$ cat src/hw/rtl/lru_tlb_lookup_assert.svh
// ----------------------------------------------------------------------------
// lru_tlb_lookup assertion macros
// Concurrent property shorthands for the translation buffer checks.
// ----------------------------------------------------------------------------
`ifndef LRU_TLB_LOOKUP_ASSERT_SVH
`define LRU_TLB_LOOKUP_ASSERT_SVH

// same-cycle implication
`define LRUTLB_ASSERT_NOW(label, clk, rst, ante, cons) \
   label: assert property (@(posedge clk) disable iff (rst) (ante) |-> (cons)) \
      else $error("lru_tlb_lookup check failed");

// next-cycle implication
`define LRUTLB_ASSERT_NEXT(label, clk, rst, ante, cons) \
   label: assert property (@(posedge clk) disable iff (rst) (ante) |=> (cons)) \
      else $error("lru_tlb_lookup check failed");

`endif

$ cat src/hw/rtl/lrutlb_pkg.sv
// ----------------------------------------------------------------------------
// lrutlb_pkg
// Types, constants and helpers shared by the translation buffer modules.
// ----------------------------------------------------------------------------
package lrutlb_pkg;

   localparam int VADDR_W = 32;
   localparam int VPAGE_W = 24;
   localparam int PPAGE_W = 24;
   localparam int CNT_W   = 32;
   localparam int IDX_W   = 5;
   localparam int SLOT_W  = 4;

   localparam logic [IDX_W-1:0]   ENTRIES_RESET = 5'd16;
   localparam logic [PPAGE_W-1:0] MASK_SMALL    = 24'hFFF0FF;
   localparam logic [PPAGE_W-1:0] MASK_LARGE    = 24'h0FFF0F;

   typedef enum logic {
      CSR_LARGE_PAGES    = 1'b0,
      CSR_ENTRIES_IN_USE = 1'b1
   } csr_index_type;

   typedef enum logic [1:0] {
      ST_IDLE,
      ST_SEARCH,
      ST_UPDATE
   } state_type;

   typedef struct packed {
      logic [VADDR_W-1:0] vaddr;
      logic               is_data;
   } req_type;

   typedef struct packed {
      logic               hit;
      logic [PPAGE_W-1:0] phys_page;
      logic [VADDR_W-1:0] phys_addr;
      logic [SLOT_W-1:0]  slot;
      logic [CNT_W-1:0]   data_hit_count;
      logic [CNT_W-1:0]   data_miss_count;
      logic [CNT_W-1:0]   inst_hit_count;
      logic [CNT_W-1:0]   inst_miss_count;
      logic [CNT_W-1:0]   walk_count;
   } rsp_type;

   // search beat walking down the cell row
   typedef struct packed {
      logic               valid;
      logic [VPAGE_W-1:0] vpage;
      logic               hit;
      logic [IDX_W-1:0]   hit_slot;
      logic [IDX_W-1:0]   hit_rank;
      logic [PPAGE_W-1:0] hit_ppage;
      logic               free_found;
      logic [IDX_W-1:0]   free_slot;
      logic [IDX_W-1:0]   min_rank;
      logic [IDX_W-1:0]   min_slot;
   } token_type;

   // update broadcast to every cell
   typedef struct packed {
      logic               apply;
      logic               hit;
      logic [IDX_W-1:0]   slot;
      logic [IDX_W-1:0]   thr;
      logic               all_above;
      logic [IDX_W-1:0]   top_rank;
      logic [VPAGE_W-1:0] vpage;
      logic [PPAGE_W-1:0] ppage;
   } upd_type;

   function automatic logic [CNT_W-1:0] sat_inc(input logic [CNT_W-1:0] v);
      return (v == '1) ? v : v + CNT_W'(1);
   endfunction

endpackage

$ cat src/hw/rtl/lrutlb_cell.sv
// ----------------------------------------------------------------------------
// lrutlb_cell
// One buffer entry: match, free and victim search stage plus rank update.
// ----------------------------------------------------------------------------
module lrutlb_cell import lrutlb_pkg::*; #(
   parameter int IDX = 0
) (
   input  logic             clock,
   input  logic             reset,
   input  logic [IDX_W-1:0] n_i,
   input  token_type        tok_i,
   output token_type        tok_o,
   input  upd_type          upd_i
);

   logic               valid_ff, valid_in;
   logic [IDX_W-1:0]   rank_ff, rank_in;
   logic [VPAGE_W-1:0] vpage_ff;
   logic [PPAGE_W-1:0] ppage_ff;
   logic               tok_vld_ff;
   token_type          tok_ff, tok_in;
   logic               active;
   logic               mine;

   assign active = (IDX < int'(n_i));
   assign mine   = active && (upd_i.slot == IDX_W'(IDX));

   always_comb begin
      tok_in = tok_i;
      if (active) begin
         if (valid_ff && !tok_i.hit && (vpage_ff == tok_i.vpage)) begin
            tok_in.hit       = 1'b1;
            tok_in.hit_slot  = IDX_W'(IDX);
            tok_in.hit_rank  = rank_ff;
            tok_in.hit_ppage = ppage_ff;
         end
         if (!valid_ff && !tok_i.free_found) begin
            tok_in.free_found = 1'b1;
            tok_in.free_slot  = IDX_W'(IDX);
         end
         if ((IDX == 0) || (rank_ff < tok_i.min_rank)) begin
            tok_in.min_rank = rank_ff;
            tok_in.min_slot = IDX_W'(IDX);
         end
      end
   end

   always_comb begin
      valid_in = valid_ff;
      rank_in  = rank_ff;
      if (upd_i.apply && active) begin
         if (valid_ff && (upd_i.all_above || (rank_ff > upd_i.thr)) && (rank_ff != '0)) begin
            rank_in = rank_ff - IDX_W'(1);
         end
         if (mine) begin
            rank_in  = upd_i.top_rank;
            valid_in = valid_ff | !upd_i.hit;
         end
      end
   end

   always_ff @(posedge clock) begin
      if (reset) begin
         valid_ff   <= 1'b0;
         rank_ff    <= '0;
         tok_vld_ff <= 1'b0;
      end else begin
         valid_ff   <= valid_in;
         rank_ff    <= rank_in;
         tok_vld_ff <= tok_i.valid;
      end
   end

   always_ff @(posedge clock) begin
      if (upd_i.apply && mine && !upd_i.hit) begin
         vpage_ff <= upd_i.vpage;
         ppage_ff <= upd_i.ppage;
      end
      if (tok_i.valid) begin
         tok_ff <= tok_in;
      end
   end

   always_comb begin
      tok_o       = tok_ff;
      tok_o.valid = tok_vld_ff;
   end

endmodule

$ cat src/hw/rtl/lru_tlb_lookup.sv
// ----------------------------------------------------------------------------
// lru_tlb_lookup
// Fully associative translation buffer with rank-counter LRU replacement.
// ----------------------------------------------------------------------------
// A request beat carries a virtual address and an access kind on req_*.
// The lookup beat walks down a row of ENTRIES cells, one cell per cycle;
// each cell checks its own entry for a match, a free slot and the lowest
// rank. After the last cell, the update cycle broadcasts the rank, fill
// and counter changes and loads the response register.
// req_ready is high only while no lookup is in flight, and a new request
// may be taken while a response still waits.
// If the receiver stalls, the response holds and the update cycle waits
// until the response register frees up.
// Reset clears all valid bits, ranks, counters and the CSRs (small
// pages, 16 entries in use). Entry tags and pages are not cleared.
// CSRs are written through csr_* only while the block is idle; the user
// must keep to this, as the block itself does not enforce it.
// ----------------------------------------------------------------------------
module lru_tlb_lookup import lrutlb_pkg::*; #(
   parameter int ENTRIES = 16
) (
   input  logic             clock,
   input  logic             reset,
   input  logic             req_valid,
   output logic             req_ready,
   input  req_type          req_data,
   output logic             rsp_valid,
   input  logic             rsp_ready,
   output rsp_type          rsp_data,
   input  logic             csr_we,
   input  logic             csr_index,
   input  logic [IDX_W-1:0] csr_wdata
);

   state_type          state_ff, state_in;
   logic               large_ff;
   logic [IDX_W-1:0]   entries_ff;
   logic [IDX_W-1:0]   n_act;
   req_type            req_ff;
   logic               rsp_valid_ff;
   rsp_type            rsp_ff, rsp_in;
   logic [CNT_W-1:0]   dhit_ff, dmiss_ff, ihit_ff, imiss_ff, walks_ff;
   logic [CNT_W-1:0]   dhit_in, dmiss_in, ihit_in, imiss_in, walks_in;
   token_type          tok [ENTRIES+1];
   logic [ENTRIES-1:0] tok_vld;
   token_type          last;
   upd_type            upd;
   logic               accept;
   logic               fire;
   logic [PPAGE_W-1:0] walk_ppage;
   logic [PPAGE_W-1:0] ppage;
   logic [VPAGE_W-1:0] req_vpage;

   assign n_act = (entries_ff == '0) ? IDX_W'(1) :
                  ((int'(entries_ff) > ENTRIES) ? IDX_W'(ENTRIES) : entries_ff);

   assign req_vpage = large_ff ? {4'b0, req_data.vaddr[31:12]} : req_data.vaddr[31:8];
   assign accept    = req_valid && req_ready;

   always_comb begin
      tok[0]            = '0;
      tok[0].valid      = accept;
      tok[0].vpage      = req_vpage;
   end

   for (genvar i = 0; i < ENTRIES; i++) begin : g_cell
      lrutlb_cell #(.IDX(i)) u_cell (
         .clock (clock),
         .reset (reset),
         .n_i   (n_act),
         .tok_i (tok[i]),
         .tok_o (tok[i+1]),
         .upd_i (upd)
      );
      assign tok_vld[i] = tok[i+1].valid;
   end

   assign last = tok[ENTRIES];

   always_comb begin
      state_in = state_ff;
      case (state_ff)
         ST_IDLE:   if (accept) state_in = ST_SEARCH;
         ST_SEARCH: if (last.valid) state_in = ST_UPDATE;
         ST_UPDATE: if (!rsp_valid_ff || rsp_ready) state_in = ST_IDLE;
         default:   state_in = ST_IDLE;
      endcase
   end

   always_comb begin
      req_ready = 1'b0;
      fire      = 1'b0;
      case (state_ff)
         ST_IDLE:   req_ready = 1'b1;
         ST_SEARCH: ;
         ST_UPDATE: fire = !rsp_valid_ff || rsp_ready;
         default:   ;
      endcase
   end

   assign walk_ppage = ~last.vpage & (large_ff ? MASK_LARGE : MASK_SMALL);
   assign ppage      = last.hit ? last.hit_ppage : walk_ppage;

   always_comb begin
      upd           = '0;
      upd.apply     = fire;
      upd.hit       = last.hit;
      upd.slot      = last.hit ? last.hit_slot :
                      (last.free_found ? last.free_slot : last.min_slot);
      upd.thr       = last.hit ? last.hit_rank : last.min_rank;
      upd.all_above = !last.hit && last.free_found;
      upd.top_rank  = n_act - IDX_W'(1);
      upd.vpage     = last.vpage;
      upd.ppage     = walk_ppage;
   end

   always_comb begin
      dhit_in  = dhit_ff;
      dmiss_in = dmiss_ff;
      ihit_in  = ihit_ff;
      imiss_in = imiss_ff;
      walks_in = walks_ff;
      if (last.hit) begin
         if (req_ff.is_data) dhit_in = sat_inc(dhit_ff);
         else                ihit_in = sat_inc(ihit_ff);
      end else begin
         walks_in = sat_inc(walks_ff);
         if (req_ff.is_data) dmiss_in = sat_inc(dmiss_ff);
         else                imiss_in = sat_inc(imiss_ff);
      end
   end

   always_comb begin
      rsp_in                 = '0;
      rsp_in.hit             = last.hit;
      rsp_in.phys_page       = ppage;
      rsp_in.phys_addr       = large_ff ? {ppage[19:0], req_ff.vaddr[11:0]} :
                                          {ppage[23:0], req_ff.vaddr[7:0]};
      rsp_in.slot            = upd.slot[SLOT_W-1:0];
      rsp_in.data_hit_count  = dhit_in;
      rsp_in.data_miss_count = dmiss_in;
      rsp_in.inst_hit_count  = ihit_in;
      rsp_in.inst_miss_count = imiss_in;
      rsp_in.walk_count      = walks_in;
   end

   always_ff @(posedge clock) begin
      if (reset) begin
         state_ff     <= ST_IDLE;
         large_ff     <= 1'b0;
         entries_ff   <= ENTRIES_RESET;
         rsp_valid_ff <= 1'b0;
         dhit_ff      <= '0;
         dmiss_ff     <= '0;
         ihit_ff      <= '0;
         imiss_ff     <= '0;
         walks_ff     <= '0;
      end else begin
         state_ff <= state_in;
         if (csr_we) begin
            case (csr_index_type'(csr_index))
               CSR_LARGE_PAGES:    large_ff   <= csr_wdata[0];
               CSR_ENTRIES_IN_USE: entries_ff <= csr_wdata;
               default:            ;
            endcase
         end
         if (fire) begin
            rsp_valid_ff <= 1'b1;
            dhit_ff      <= dhit_in;
            dmiss_ff     <= dmiss_in;
            ihit_ff      <= ihit_in;
            imiss_ff     <= imiss_in;
            walks_ff     <= walks_in;
         end else if (rsp_ready) begin
            rsp_valid_ff <= 1'b0;
         end
      end
   end

   always_ff @(posedge clock) begin
      if (accept) begin
         req_ff <= req_data;
      end
      if (fire) begin
         rsp_ff <= rsp_in;
      end
   end

   assign rsp_valid = rsp_valid_ff;
   assign rsp_data  = rsp_ff;

`include "lru_tlb_lookup_assert.svh"

   `LRUTLB_ASSERT_NOW(a_one_beat_in_row, clock, reset, 1'b1, $onehot0(tok_vld))
   `LRUTLB_ASSERT_NEXT(a_fire_loads_rsp, clock, reset, fire, rsp_valid && (state_ff == ST_IDLE))
   `LRUTLB_ASSERT_NEXT(a_miss_counts_walk, clock, reset, fire && !last.hit,
      (walks_ff != $past(walks_ff)) || (walks_ff == '1))

endmodule

$ cat config.mk
export PLATFORM = sky130hd
export DESIGN_NAME = lru_tlb_lookup
export DESIGN_NICKNAME = d
export VERILOG_FILES = /design/src/hw/rtl/lrutlb_pkg.sv /design/src/hw/rtl/lrutlb_cell.sv /design/src/hw/rtl/lru_tlb_lookup.sv
export VERILOG_INCLUDE_DIRS = /design/src /design/src/hw/rtl
export SDC_FILE = /design/constraint.sdc
export NUM_CORES = 2
export LEC_CHECK = 0
export BUFFER_PORTS_ARGS = -buffer_cell sky130_fd_sc_hd__buf_2
export CAP_MARGIN = 5
export CELL_PAD_IN_SITES_DETAIL_PLACEMENT = 1
export CELL_PAD_IN_SITES_GLOBAL_PLACEMENT = 1
export CORE_ASPECT_RATIO = 0.8
export CORE_MARGIN = 3
export CORE_UTILIZATION = 53
export CTS_CLUSTER_SIZE = 24
export DETAILED_ROUTE_END_ITERATION = 10
export PLACE_DENSITY = 0.81
export SLEW_MARGIN = 25
export SYNTH_ARGS = -nofsm -noshare
export SYNTH_HDL_FRONTEND = slang
export SYNTH_SLANG_ARGS = --single-unit
export TNS_END_PERCENT = 30
$ cat constraint.sdc
create_clock -name clock -period 14.7 [get_ports clock]
set_clock_uncertainty 0.15 [all_clocks]
set_input_delay 2.94 -clock clock [delete_from_list [all_inputs] [get_ports clock]]
set_output_delay 2.94 -clock clock [all_outputs]
set_load 0.03 [all_outputs]
# Yosys cells after proc, flatten, opt, wreduce, memory -nomap -nowiden
# Index checks and enable logic that the tools add are counted.
# totals
wordCells	779
inputBits	44
register_bits	2483
output_inout_bits	223
# classes
eq_ne	41
n_lt_le_gt_ge	48
add_sub_neg	22
mux	125
reduce_logical	280
bitwise_logic	19
# op_table
op	count
2-to-1 mux 51 bit	15
2-to-1 mux 35 bit	16
2-to-1 mux 32 bit	15
equality test 24 bit	16
2-to-1 mux 5 bit	37
adder 32 x 1 -> 32 bit (second input constant)	5
equality test 32 bit (second input constant)	5
2-to-1 mux 10 bit	15
logical AND 1 bit	144
2-to-1 mux 6 bit	16
subtractor 5 x 1 -> 5 bit (second input constant)	17
greater-than comparator 5 bit	16
nonzero test 5 bit	16
less-than comparator 5 bit	15
2-to-1 mux 24 bit	3
AND reduction 2 bit	35
logical NOT 1 bit	47
equality test 5 x 4 -> 1 bit (second input constant)	8
less-than comparator 4 x 5 -> 1 bit (first input constant)	8
nonzero test 2 bit	17
AND 24 bit	1
NOT 24 bit	1
equality test 5 x 3 -> 1 bit (second input constant)	4
less-than comparator 3 x 5 -> 1 bit (first input constant)	4
other kinds (18)	59

# Longest topological paths before layout
# logic_depth
depth_word	7
ltp_mapped	13
ltp_nobuf	10

# By module
# From an unflattened synthesis, not the netlist that was laid out.
# hier_totals
cells_unflattened	6742
hier_area_um2	103644.4
# by_module_without_submodules
mod	instances	cells_per_inst	seq_area_each_um2	area_each_um2
lru_tlb_lookup	1	1899	10410.0	19886.6
lrutlb_cell at g_cell[7].u_cell	1	340	3833.7	5403.9
lrutlb_cell at g_cell[15].u_cell	1	339	3833.7	5390.2
lrutlb_cell at g_cell[12].u_cell	1	297	3833.7	5287.6
lrutlb_cell at g_cell[8].u_cell	1	301	3833.7	5281.3
lrutlb_cell at g_cell[14].u_cell	1	296	3833.7	5258.8
lrutlb_cell at g_cell[2].u_cell	1	294	3833.7	5241.3
lrutlb_cell at g_cell[10].u_cell	1	295	3833.7	5222.5
lrutlb_cell at g_cell[4].u_cell	1	298	3833.7	5217.5
lrutlb_cell at g_cell[6].u_cell	1	295	3833.7	5203.7
lrutlb_cell at g_cell[5].u_cell	1	301	3833.7	5198.7
lrutlb_cell at g_cell[13].u_cell	1	302	3833.7	5196.2
lrutlb_cell at g_cell[3].u_cell	1	295	3833.7	5181.2
lrutlb_cell at g_cell[1].u_cell	1	298	3833.7	5180.0
+3 rows	n/a	n/a	n/a	n/a

# Worst setup path before layout
# OpenSTA, ideal clock, no wires.
# synth_timing
path_type	in2reg
start	input port rsp_ready
end	register g_cell[10].u_cell.rank_ff[4]
stages	8
path_slack_ps	3360
t_arrival_ps	11067
n_path_buf	3
setup_ps	123
required_ps	14427
cell_sequence	nand2b_1 > nand2_1 > inv_1 > buf_2 > clkbuf_1 > clkbuf_1 > o21ai_0 > a32o_1
# synth_via
elab_chain_len	4
# synth_lines
element	line_no	source
start, declared	lru_tlb_lookup.sv:28	input logic rsp_ready,
logical OR 1 bit	lru_tlb_lookup.sv:96	ST_UPDATE: fire = !rsp_valid_ff || rsp_ready;
2-to-1 mux 1 bit	lru_tlb_lookup.sv:93	case (state_ff)
via fire	lru_tlb_lookup.sv:49	logic fire;
logical AND 1 bit	lrutlb_cell.sv:51	if (upd_i.apply && active) begin
AND reduction 2 bit (no source line)	n/a	
end signal, assigned	lrutlb_cell.sv:69	rank_ff <= rank_in;
end, declared	lrutlb_cell.sv:17	logic [IDX_W-1:0] rank_ff, rank_in;
# The timed path passes the listed nets, and every way through them passes these cells.
# A chain may end at the register's enable or synchronous reset.

# Final worst setup path
# layout_timing
start	input port rsp_ready
end	register g_cell[15].u_cell.rank_ff[3]
# layout_via
elab_chain_len	4
# layout_lines
element	line_no
logical OR 1 bit	lru_tlb_lookup.sv:96
2-to-1 mux 1 bit	lru_tlb_lookup.sv:93
logical AND 1 bit	lrutlb_cell.sv:51
AND reduction 2 bit (no source line)	n/a
end signal, assigned	lrutlb_cell.sv:69
end, declared	lrutlb_cell.sv:17
# Every way passes these cells.

==> results.md <==
* Std cell rows at 140
* Async set-reset flop share out of synthesis at 0%
* Share of layout cells above drive strength 1 at 21.14%
* Run status: finished clean
* Main area contributors after synthesis: sky130_fd_sc_hd__edfxtp_1 (65%), sky130_fd_sc_hd__mux2_2 (6.2%), sky130_fd_sc_hd__dfxtp_1 (5.8%), sky130_fd_sc_hd__xor2_1 (3.2%), sky130_fd_sc_hd__xnor2_1 (2.8%)
* Yosys warning count at 0
* Period utilisation layout at 37.46%
* Post-CTS sizing at 0
* Maximum root-to-sink buffer count at 3
* Starting utilization of the core area at 53.46%
* Die outline area at 189300 sq um
* First-pass GRT wire length at 414000 um
* Number of instances in the synthesized netlist at 6322
* Worst hold path class: flip-flop to flip-flop
* Port-buffer cells at 266
* Max-cap viol count at 0
* Met3 Resource Use GR at 5.262%
* Fin Hold WS at 0.2786 ns
* Cell accounting for the most synthesized area: sky130_fd_sc_hd__edfxtp_1
* Antenna violations before repair at 22
* Final RePlAce weighted congestion at 0.8623
* Peak fanout along the critical path at 125
* Final ANT Viol Nets at 0
* Max-slew violations at 0
* Setup violations, final at 0
* CTS Sinks at 2390
* Total negative slack at 0 ns
* # IOs at 267
* Kind of critical path: primary input to flip-flop
* Most congested layer reported by global routing: met2
* Cell area after synthesis at 97580 sq um
* Root buffer cell: sky130_fd_sc_hd__clkbuf_16
* Synth Flop Type: sky130_fd_sc_hd__edfxtp_1
* Wire length after detailed routing at 280700 um
* VDD IR-drop max at 0.1239 mV
* Worst setup margin at 9.193 ns
* Global Route Usage Sum at 29.37%
* Cell count after placement at 8904
* Share of the synthesized area in the top cell type at 64.90%
* Clk slew on worst S/H paths at 0.07 ns
* Count of hold buffers inserted by post-cts repair at 0
* Post-layout utilization of the core at 60.05%
* Detailed-route wire length per cell at 30.08 um
* Number of distinct library cell variants in the gate-level netlist after synthesis at 98
* DPL Wire Length at 178200 um
* TritonCTS clock tree: yes
* Global-route track usage on met2 at 48.51%
* Die span in x at 485.7 um
* 1st-iter DRT viols at 6589
* RSZ-0062 raised after global routing: no
* Slew of the pin with the lowest slew margin at 1.242 ns
* Number of nets at the end of the flow at 6937
* Power per unit of standard cell area at 122.7 nW/um^2
* Syn_area_per_cell at 15.43 sq um
* Core region area at 182500 sq um
* Met1 track demand over resource at 39.56%
* Maximum number of pins on one net before global-route repair at 126
* Vertical extent of the die at 389.8 um
* Layout-stage area growth over the synthesis result at 12.33%
* Achievable frequency at 0.1816 GHz
* Clk Latency, worst-skew pair at 0.86 ns
* Final Hold Fails at 0
* Critical path startpoint category: primary input
* Detailed-routing iteration count for the pre-antenna-repair pass at 6
* Count of flip-flops with a built-in enable after synthesis at 2109
* Number of DRC violations after detailed routing at 0
* CTS Buf Count at 219
* Total of flip-flops plus latches after synthesis at 2390
* Commonest cells in the netlist: sky130_fd_sc_hd__edfxtp_1 (2109), sky130_fd_sc_hd__mux2_2 (541), sky130_fd_sc_hd__xor2_1 (351)
* GR Overflow Total at 0
* Leakage power at 36.91 nW
* Leading cell type by number of instances after synthesis: sky130_fd_sc_hd__edfxtp_1
* Detailed-route via count at 57830
* Category of the worst setup path capture point: flip-flop
* Via count of the first global-routing pass at 61180
* Vias per Instance at 6.197
* CTS H-tree depth at 4
* Endpoint arrival time on the critical path at 6.08 ns
* Relative slew slack at 16.41%
* Post-Layout Cell Count at 9332
* Net count after synthesis at 6545
* Sequential element share of the synthesized area at 70.67%
* Number of buffers added for setup after CTS at 0
* Worst Path Required at 15.27 ns
* Post-place setup slack at 8.412 ns
* Shortest clock period the worst path allows after layout at 5.507 ns
layout make-up:
class	count	area [sq um]
fillers	16760	72910
flip-flops and latches	2390	69020
multi-input cells	3558	27290
clock buffers	286	6007
well taps	2414	3020
repair buffers	391	2330
clock inverters	123	1318
inverters	154	586.8
diodes	16	40.04
worst max-delay path, cell delays in order:
cell                       delay (ns)
sky130_fd_sc_hd__buf_2           0.09
sky130_fd_sc_hd__nand2b_1        0.20
sky130_fd_sc_hd__nand2_4         0.40
sky130_fd_sc_hd__inv_8           0.81
sky130_fd_sc_hd__buf_4           0.55
sky130_fd_sc_hd__o21ai_0         0.34
sky130_fd_sc_hd__o21ba_2         0.29
sky130_fd_sc_hd__a311oi_1        0.33
per-stage QoR:
| stage | power [W] | area (sq um) |
|---|---|---|
| after global placement | 0.007673 | 102100 |
| after global routing | 0.01378 | 109600 |
| after CTS | 0.01349 | 109500 |
| final | 0.01345 | 109600 |
| after detailed placement | 0.007686 | 102200 |
| after floorplan | 0.007600 | 97580 |
final timing paths:
path / startpoint / endpoint / slack (ns) / depth (start not counted)
worst max register to register: g_cell[15].u_cell.tok_o[15] / g_cell[1].u_cell.ppage_ff[11] / 9.98 / 7
worst max-delay path: rsp_ready / g_cell[15].u_cell.rank_ff[3] / 9.19 / 8
worst min register to register: req_ff[4] / rsp_data[167] / 0.28 / 0
worst min-delay path: req_ff[4] / rsp_data[167] / 0.28 / 0
power by group:
part	leakage [nW]	internal (W)	total [W]	switching [W]
combinational	12.2	0.0000611	0.000197	0.000136
sequential	21.1	0.00733	0.00735	0.0000271
clock	3.60	0.00326	0.00590	0.00264
total	36.9	0.0106	0.0134	0.00280
sequential cells by signal, summed over array words and instances (netlist names):
signal and cells:
g_cell.u_cell.tok_o 1107, g_cell.u_cell.ppage_ff 384, g_cell.u_cell.vpage_ff 384, rsp_data 221, g_cell.u_cell.rank_ff 80, dhit_ff 32, dmiss_ff 32, ihit_ff 32
imiss_ff 32, walks_ff 32, g_cell.u_cell.tok_vld_ff 16, g_cell.u_cell.valid_ff 16, req_ff 13, entries_ff 5, state_ff 2, large_ff 1
rsp_valid 1
cell usage in the layout (no fill, tap or decap), drive strengths merged, types with 16 or more instances in the layout:
cell,instances
edfxtp,2109
mux2,542
buf,390
xor2,351
nor2,323
xnor2,312
clkbuf,287
dfxtp,281
nand2,252
ha,179
inv,160
nand3,147
nor3,144
nand4,126
nor4,116
nor2b,96
a21oi,96
o21ai,96
clkinv,92
nand2b,83
and2,79
or2,76
a21o,56
mux2i,56
and3,35
or3,35
o21bai,26
o21a,25
a211o,24
and4,23
bufinv,21
a31oi,21
a32o,18
o211ai,17
or4,17
diode,16
o31ai,16
nor4b,16
a211oi,16
per-layer routing:
layer / share of wire [%] / up-vias
met2: 48 / 3007
met4: 3.5 / 2
met1: 39 / 29770
met3: 8.9 / 555
met5: 0.0068 / -
li1: - / 24490
logic make-up (layout without fill, tap and decap cells):
family	after synthesis	in the layout	share of synthesized area (%)
flops	2390	2390	70.67
simple gates	1601	1601	8.857
xor+xnor	663	663	5.951
mux	598	598	6.833
compound gates	517	517	3.778
buf+inv	374	954	1.618
fa+ha+maj	179	179	2.295
other cells	0	16	0
(Power assumes the default switching activity.)
